`src/rtl/upd_pkg.sv`:
```
// Shared types, constants and decode helpers for the percent decoder.
package upd_pkg;

  localparam logic [7:0] CH_PLUS  = 8'h2B;
  localparam logic [7:0] CH_PCT   = 8'h25;
  localparam logic [7:0] CH_SPACE = 8'h20;

  localparam int UPD_MAX_RES = 3;
  localparam int UPD_QDEPTH  = 4;
  localparam int UPD_QAW     = $clog2(UPD_QDEPTH);

  typedef enum logic [1:0] {
    PH_IDLE = 2'd0,
    PH_PCT  = 2'd1,
    PH_HELD = 2'd2
  } phase_t;

  // One accepted input byte turned into 0..3 result bytes.
  typedef struct packed {
    logic [1:0]                    cnt;
    logic [UPD_MAX_RES-1:0][7:0]   bytes;
    logic                          fin;
  } upd_item_t;

  typedef struct packed {
    phase_t     ph;
    logic [7:0] held;
    logic       emit;
    logic [7:0] ch;
  } upd_simple_t;

  function automatic logic upd_is_hex(logic [7:0] c);
    return (c inside {[8'h30:8'h39], [8'h41:8'h46], [8'h61:8'h66]});
  endfunction

  function automatic logic [3:0] upd_hex_val(logic [7:0] c);
    logic [3:0] v;
    if (c inside {[8'h30:8'h39]}) begin
      v = c[3:0];
    end else begin
      v = c[3:0] + 4'd9;
    end
    return v;
  endfunction

  // Byte handling from idle or after '%'.
  function automatic upd_simple_t upd_simple(phase_t ph, logic [7:0] held, logic [7:0] b);
    upd_simple_t r;
    r.ph   = PH_IDLE;
    r.held = held;
    r.emit = 1'b0;
    r.ch   = b;
    if (ph == PH_PCT) begin
      r.ph   = PH_HELD;
      r.held = b;
    end else if (b == CH_PLUS) begin
      r.emit = 1'b1;
      r.ch   = CH_SPACE;
    end else if (b == CH_PCT) begin
      r.ph = PH_PCT;
    end else begin
      r.emit = 1'b1;
    end
    return r;
  endfunction

  function automatic upd_item_t upd_append(upd_item_t it, logic [7:0] b);
    upd_item_t r;
    r = it;
    if (it.cnt != 2'(UPD_MAX_RES)) begin
      r.bytes[it.cnt] = b;
      r.cnt           = it.cnt + 2'd1;
    end
    return r;
  endfunction

endpackage

```
`src/rtl/upd_front.sv`:
```
// Front end: takes input bytes, tracks escape phase, builds result items.
module upd_front (
  input  logic              clk,
  input  logic              rst_n,
  input  logic              push,
  input  logic [7:0]        in_data_byte,
  input  logic              in_is_final,
  input  logic              q_full,
  output logic              q_push,
  output upd_pkg::upd_item_t q_wdata
);
  import upd_pkg::*;

  phase_t      phase_r, phase_nxt;
  logic [7:0]  held_r, held_nxt;
  upd_item_t   it;
  upd_simple_t s1, s2;
  logic        accept;

  assign accept = push && !q_full;

  always_comb begin
    it        = '0;
    it.fin    = in_is_final;
    s1        = '0;
    s2        = '0;
    phase_nxt = phase_r;
    held_nxt  = held_r;
    if (phase_r == PH_HELD) begin
      if (!upd_is_hex(held_r)) begin
        it = upd_append(it, CH_PCT);
        s1 = upd_simple(PH_IDLE, held_r, held_r);
        if (s1.emit) begin
          it = upd_append(it, s1.ch);
        end
        s2 = upd_simple(s1.ph, s1.held, in_data_byte);
        if (s2.emit) begin
          it = upd_append(it, s2.ch);
        end
        phase_nxt = s2.ph;
        held_nxt  = s2.held;
      end else if (!upd_is_hex(in_data_byte)) begin
        it = upd_append(it, CH_PCT);
        it = upd_append(it, held_r);
        s2 = upd_simple(PH_IDLE, held_r, in_data_byte);
        if (s2.emit) begin
          it = upd_append(it, s2.ch);
        end
        phase_nxt = s2.ph;
        held_nxt  = s2.held;
      end else begin
        it = upd_append(it, {upd_hex_val(held_r), upd_hex_val(in_data_byte)});
        phase_nxt = PH_IDLE;
      end
    end else begin
      s2 = upd_simple((phase_r == PH_PCT) ? PH_PCT : PH_IDLE, held_r, in_data_byte);
      if (s2.emit) begin
        it = upd_append(it, s2.ch);
      end
      phase_nxt = s2.ph;
      held_nxt  = s2.held;
    end
    if (in_is_final) begin
      if (phase_nxt == PH_PCT) begin
        it = upd_append(it, CH_PCT);
      end else if (phase_nxt == PH_HELD) begin
        it = upd_append(it, CH_PCT);
        it = upd_append(it, held_nxt);
      end
      phase_nxt = PH_IDLE;
      held_nxt  = '0;
    end
  end

  always_ff @(posedge clk) begin
    if (!rst_n) begin
      phase_r <= PH_IDLE;
      held_r  <= '0;
    end else if (accept) begin
      phase_r <= phase_nxt;
      held_r  <= held_nxt;
    end
  end

  assign q_push  = accept && (it.cnt != 2'd0);
  assign q_wdata = it;

endmodule

```
`src/rtl/upd_fifo.sv`:
```
// Short item queue between front end and output serializer.
module upd_fifo (
  input  logic               clk,
  input  logic               rst_n,
  input  logic               q_push,
  input  upd_pkg::upd_item_t q_wdata,
  input  logic               q_pop,
  output upd_pkg::upd_item_t q_rdata,
  output logic               q_full,
  output logic               q_empty
);
  import upd_pkg::*;

  upd_item_t          mem_r [UPD_QDEPTH];
  logic [UPD_QAW-1:0] wptr_r, wptr_nxt;
  logic [UPD_QAW-1:0] rptr_r, rptr_nxt;
  logic [UPD_QAW:0]   cnt_r, cnt_nxt;

  assign q_full  = (cnt_r == (UPD_QAW+1)'(UPD_QDEPTH));
  assign q_empty = (cnt_r == '0);
  assign q_rdata = mem_r[rptr_r];

  always_comb begin
    wptr_nxt = wptr_r;
    rptr_nxt = rptr_r;
    cnt_nxt  = cnt_r;
    if (q_push) begin
      wptr_nxt = wptr_r + 1'b1;
    end
    if (q_pop) begin
      rptr_nxt = rptr_r + 1'b1;
    end
    if (q_push && !q_pop) begin
      cnt_nxt = cnt_r + 1'b1;
    end else if (q_pop && !q_push) begin
      cnt_nxt = cnt_r - 1'b1;
    end
  end

  always_ff @(posedge clk) begin
    if (q_push) begin
      mem_r[wptr_r] <= q_wdata;
    end
  end

  always_ff @(posedge clk) begin
    if (!rst_n) begin
      wptr_r <= '0;
      rptr_r <= '0;
      cnt_r  <= '0;
    end else begin
      wptr_r <= wptr_nxt;
      rptr_r <= rptr_nxt;
      cnt_r  <= cnt_nxt;
    end
  end

endmodule

```
`src/rtl/upd_back.sv`:
```
// Back end: holds one item and presents its result bytes one per cycle while pop is high.
module upd_back (
  input  logic               clk,
  input  logic               rst_n,
  input  logic               q_empty,
  input  upd_pkg::upd_item_t q_rdata,
  output logic               q_pop,
  input  logic               pop,
  output logic               empty,
  output logic [7:0]         out_byte,
  output logic               out_run_last,
  output logic               out_string_end
);
  import upd_pkg::*;

  upd_item_t  cur_r;
  logic       busy_r, busy_nxt;
  logic [1:0] idx_r, idx_nxt;
  logic       last, take, load;

  assign last  = (idx_r == (cur_r.cnt - 2'd1));
  assign take  = busy_r && pop;
  assign load  = !busy_r || (take && last);
  assign q_pop = load && !q_empty;

  always_comb begin
    busy_nxt = busy_r;
    idx_nxt  = idx_r;
    if (load) begin
      busy_nxt = !q_empty;
      idx_nxt  = '0;
    end else if (take) begin
      idx_nxt = idx_r + 2'd1;
    end
  end

  always_ff @(posedge clk) begin
    if (!rst_n) begin
      busy_r <= 1'b0;
      idx_r  <= '0;
    end else begin
      busy_r <= busy_nxt;
      idx_r  <= idx_nxt;
    end
  end

  always_ff @(posedge clk) begin
    if (q_pop) begin
      cur_r <= q_rdata;
    end
  end

  always_comb begin
    case (idx_r)
      2'd0:    out_byte = cur_r.bytes[0];
      2'd1:    out_byte = cur_r.bytes[1];
      default: out_byte = cur_r.bytes[2];
    endcase
  end

  assign empty          = !busy_r;
  assign out_run_last   = last;
  assign out_string_end = last && cur_r.fin;

endmodule

```
`src/rtl/url_percent_decoder.sv`:
```
// Top level of the streaming URL percent decoder.
//
//   channel   handshake          payload
//   input     push / full        in_data_byte[7:0], in_is_final
//   result    pop / empty        out_byte[7:0], out_run_last, out_string_end
//
// One input byte is taken every cycle while the item queue (4 entries) has room.
// Results leave one per cycle while pop is high; an input byte yields 0 to 3 of them.
// A byte's first result passes through the item queue, then the back-end item register.
// Reset clears the escape phase, held byte, queue pointers and output stage.
// Either side may stall at any time; the queue absorbs the difference.
module url_percent_decoder (
  input  logic       clk,
  input  logic       rst_n,
  input  logic       push,
  output logic       full,
  input  logic [7:0] in_data_byte,
  input  logic       in_is_final,
  input  logic       pop,
  output logic       empty,
  output logic [7:0] out_byte,
  output logic       out_run_last,
  output logic       out_string_end
);
  import upd_pkg::*;

  upd_item_t q_wdata, q_rdata;
  logic      q_push, q_pop, q_full, q_empty;

  assign full = q_full;

  upd_front u_front (
    .clk          (clk),
    .rst_n        (rst_n),
    .push         (push),
    .in_data_byte (in_data_byte),
    .in_is_final  (in_is_final),
    .q_full       (q_full),
    .q_push       (q_push),
    .q_wdata      (q_wdata)
  );

  upd_fifo u_fifo (
    .clk     (clk),
    .rst_n   (rst_n),
    .q_push  (q_push),
    .q_wdata (q_wdata),
    .q_pop   (q_pop),
    .q_rdata (q_rdata),
    .q_full  (q_full),
    .q_empty (q_empty)
  );

  upd_back u_back (
    .clk            (clk),
    .rst_n          (rst_n),
    .q_empty        (q_empty),
    .q_rdata        (q_rdata),
    .q_pop          (q_pop),
    .pop            (pop),
    .empty          (empty),
    .out_byte       (out_byte),
    .out_run_last   (out_run_last),
    .out_string_end (out_string_end)
  );

endmodule

```
`config.mk`:
```
export PLATFORM = sky130hd
export DESIGN_NAME = url_percent_decoder
export DESIGN_NICKNAME = d
export VERILOG_FILES = /design/src/rtl/upd_pkg.sv /design/src/rtl/upd_front.sv /design/src/rtl/upd_fifo.sv /design/src/rtl/upd_back.sv /design/src/rtl/url_percent_decoder.sv
export SDC_FILE = /design/constraint.sdc
export NUM_CORES = 1
export LEC_CHECK = 0
export ABC_AREA = 1
export BUFFER_PORTS_ARGS = -buffer_cell sky130_fd_sc_hd__buf_2
export CAP_MARGIN = 30
export CORE_MARGIN = 4
export CORE_UTILIZATION = 56
export DETAILED_ROUTE_END_ITERATION = 10
export GPL_TIMING_DRIVEN = 0
export PLACE_DENSITY = 0.73
export SLEW_MARGIN = 15
export SYNTH_ARGS = -nofsm -noshare
export SYNTH_HDL_FRONTEND = slang
export SYNTH_SLANG_ARGS = --single-unit
```
`constraint.sdc`:
```
create_clock -name clk -period 2.9 [get_ports clk]
set_input_delay 0.145 -clock clk [delete_from_list [all_inputs] [get_ports clk]]
set_output_delay 0.145 -clock clk [all_outputs]
set_load 0.01 [all_outputs]
```
==> flow_summary_export.csv <==
group,metric,value,unit
clocking,cts_tree,"built",
floorplan,die_x,122,microns
timing,hold_viol,0,
clocking,clock_sinks,155,
logic_synthesis,postSynth.asyncResetShare,0,%
floorplan,io_pins,25,
logic_synthesis,synthFlopType,"edfxtp_1",
setup_path,r2r_end,"u_fifo.cnt_r[2]$_SDFFE_PN0P_",
timing,fmax,358,MHz
routing,drc,0,
timing,relSlewSlack,37.8,%
routing,wl,17800,microns
setup_path,arrival,3.10,ns
clocking,clkTransAtPathRegs,0.06,ns
logic_synthesis,syn_area_per_cell,10.4,sq um
grt,grt_pass1_wl,27500,microns
logic_synthesis,yosysTopAreaCellShare,56.0,%
logic_synthesis,syn_area,7230,sq um
outcome,status,"finished, final reports clean",
placed_design,dpl.hpwl,12100,microns
power,peakVddDrop,0.000365,V
setup_path,worst-endpoint-required,3.21,ns
flow_run,max_cap_violations,0,
setup_path,slowest_stage,"dfxtp_4",
setup_path,crit_fanout,8,
grt,grt_pass1_vias,5234,
clocking,worstSkewPairLatency,0.42,ns
hold_path,hold-path-cell-count,3,
routing,drtIter0Drc,583,
clocking,cts_max_level,4,
grt,grt_max_degree,21,
grt,grtUsageMet2,41.2,%
setup_path,crit_path_cell_trace,"inv_2 -> ha_4 -> inv_1 -> nor2_2 -> nand2_1 -> nor2_1 -> nor2_1 -> nand2_1 -> nand3_2 -> nand2_2 -> nand3_4 -> nand3_4 -> nand2_8 -> inv_6 -> ha_2 -> inv_2 -> fa_2 -> a21oi_2 -> o21ai_2 -> o21ai_1 -> a21oi_1",
timing,setup_viol,0,
timing,finClkSkew,0.00902,ns
hold_path,min_to,"u_fifo.rptr_r[1]$_SDFFE_PN0P_",
timing,slew_viol_final,0,
hold_path,hp-class,"input pin to register",
logic_synthesis,synth_cell_types,44,
routing,via_count,5429,
grt,use_met1,32.3,%
setup_path,cp_slowest_stage_delay,0.39,ns
routing,vias_per_cell,5.78,
placed_design,gp_congestion,0.905,
finish,area_growth,17.0,%
placed_design,placedCellCount,897,
grt,groute.usage.overall,24.9,%
timing,worstMarginPinSlew,0.923,ns
logic_synthesis,syn_nets,726,
setup_path,r2r_cells,21,
timing,min_period,2.80,ns
grt,busiest_layer,"met2",
logic_synthesis,yosys_warnings,0,
logic_synthesis,synthCells,697,
logic_synthesis,post-synth-top-count-cell,"edfxtp_1",
hold_path,hold_start,"rst_n",
setup_path,crit_type,"register to register",
routing,drt_pass1_iterations,6,
logic_synthesis,ys_seq_elements,155,
timing,fin_crit_sh,96.4,%
finish,design_area,8460,sq um
placed_design,place_area,7730,sq um
setup_path,worstSetupStartpointType,"register",
clocking,cts_inserted_buffers,17,
finish,drive_gt1_share,17.8,%
logic_synthesis,synth_enable_flop_cells,135,
floorplan,die_h,122,microns
setup_path,rrSetupSlack,0.10,ns
timing,whs,0.0472,ns
power,cellLeakagePower,0.00308,uW
finish,final-instance-count-excl-fill,940,
floorplan,dieArea,14800,sq um
grt,antenna_found_initial,0,
logic_synthesis,yosys-top-cells-count,"edfxtp_1, nand2_1, nor2_1, o21ai_0, inv_1",
logic_synthesis,synth.largest_area_cell,"edfxtp_1",
finish,antenna_cells,0,
power,p_per_area,828,nW/um^2
grt,gr-usage-met3,6.27,%
routing,detail-route-antenna-nets,0,
floorplan,initial_core_util,57.3,%
finish,layout.nets,784,
clocking,clockBufferDepth,2,
floorplan,num_rows,41,
floorplan,fp.coreArea,12600,sq um
logic_synthesis,synth_area_leaders,"edfxtp_1, nand2_1, dfxtp_1",
grt,overflow,0,
clocking,ctsRootBufferMaster,"clkbuf_16",
logic_synthesis,yosysSeqAreaShare,61.6,%
placed_design,io_buffers,23,
setup_path,crit_path_end_kind,"register",
routing,post_drt_wl_per_cell,18.9,microns
setup_path,reg2reg_from,"u_front.held_r[0]$_SDFFE_PN0P_",
[per-stage QoR]
step	setup slack [ns]	power [uW]	TNS [ns]	util (%)
floorplan	-0.247	4180	-26.70	-
global placement	-1.51	4760	-158.48	59.9
detailed placement	-0.447	4940	-3.62	61.3
CTS	0.00266	6990	0	66.2
global route	-0.0690	7350	-0.0690	67.0
finish	0.103	7000	0	67.0
[flip-flops by register name (all words and copies together), names as in the netlist]
signal and flops:
u_front.held_r 8, u_fifo.cnt_r 3, u_fifo.rptr_r 2, u_front.phase_r 2, u_fifo.mem_r 108, u_fifo.wptr_r 2
u_back.cur_r 27, u_back.busy_r 1, u_back.idx_r 2
[metal layers]
| layer | part of all wire (%) | wire length (microns) |
|---|---|---|
| met3 | 7.9 | 1410 |
| met1 | 39 | 7010 |
| met2 | 50 | 8890 |
| met5 | 0 | 0 |
| met4 | 2.6 | 466 |
[worst max-delay path, delay by kind of cell (launching register included)]
family	cells	cell delay [ns]
buffers and inverters	4	0.29
adders and majority gates	3	0.68
AOI/OAI and AO/OA	4	0.44
and+or+nand+nor	10	0.86
DFF	1	0.39
[worst max path at each step]
| stage | cells past startpoint | endpoint | slack (ns) | from |
|---|---|---|---|---|
| 2_1_floorplan | 14 | u_fifo.mem_r[1][0]$_DFFE_PP_ | -0.25 | u_front.held_r[1]$_SDFFE_PN0P_ |
| 3_3_place_gp | 11 | u_fifo.mem_r[3][24]$_DFFE_PP_ | -1.51 | u_front.held_r[0]$_SDFFE_PN0P_ |
| 3_5_place_dp | 18 | u_fifo.cnt_r[2]$_SDFFE_PN0P_ | -0.45 | u_front.held_r[0]$_SDFFE_PN0P_ |
| 4_1_cts | 22 | u_fifo.cnt_r[2]$_SDFFE_PN0P_ | 0.003 | u_front.held_r[1]$_SDFFE_PN0P_ |
| 5_1_grt | 21 | u_fifo.cnt_r[2]$_SDFFE_PN0P_ | -0.07 | u_front.held_r[0]$_SDFFE_PN0P_ |
| 6_report | 21 | u_fifo.cnt_r[2]$_SDFFE_PN0P_ | 0.10 | u_front.held_r[0]$_SDFFE_PN0P_ |
[where the power goes]
part,leakage [uW],switching (uW),internal [uW]
Clock,0.000272,863,1180
Sequential,0.00142,122,2960
Combinational,0.00139,1280,598
[what timing repair did]
item,in CTS,in global routing
buffers inserted,2,7
hold buffers,2,0
pin swaps,3,7
hold endpoints to repair,5,0
resized for setup,13,15
endpoints found under the setup margin,86,2
[cells in the final DEF (no fill, tap or decap), types with 19 or more instances in the layout]
cell type,Yosys,routed
edfxtp_1,135,135
nand2_1,107,107
nor2_1,105,100
o21ai_0,75,72
inv_1,53,50
o22ai_1,30,30
buf_2,4,26
a21oi_1,24,23
nand3_1,20,19
clkbuf_1,19,19
[layout make-up]
type	instances	area (sq um)
Clock inverter	15	126
Timing Repair Buffer	39	340
Multi-Input combinational cell	449	2500
Sequential cell	155	4460
Fill cell	978	4160
Inverter	64	250
Tap cell	172	215
Buffer	29	143
Clock buffer	17	425
[kinds of logic (layout without fill, tap and decap cells)]
group                      count (synthesis)  in the layout  synth area share, %
AOI/OAI and AO/OA                        168            168                 14.2
and+or+nand+nor                          260            260                 15.5
buffers and inverters                     93            164                 5.24
DFF                                      155            155                 61.6
xor gates and xnor gates                   5              5                0.605
adders and majority gates                 16             16                 2.87
No activity file was read; power rests on OpenSTA's default activity.
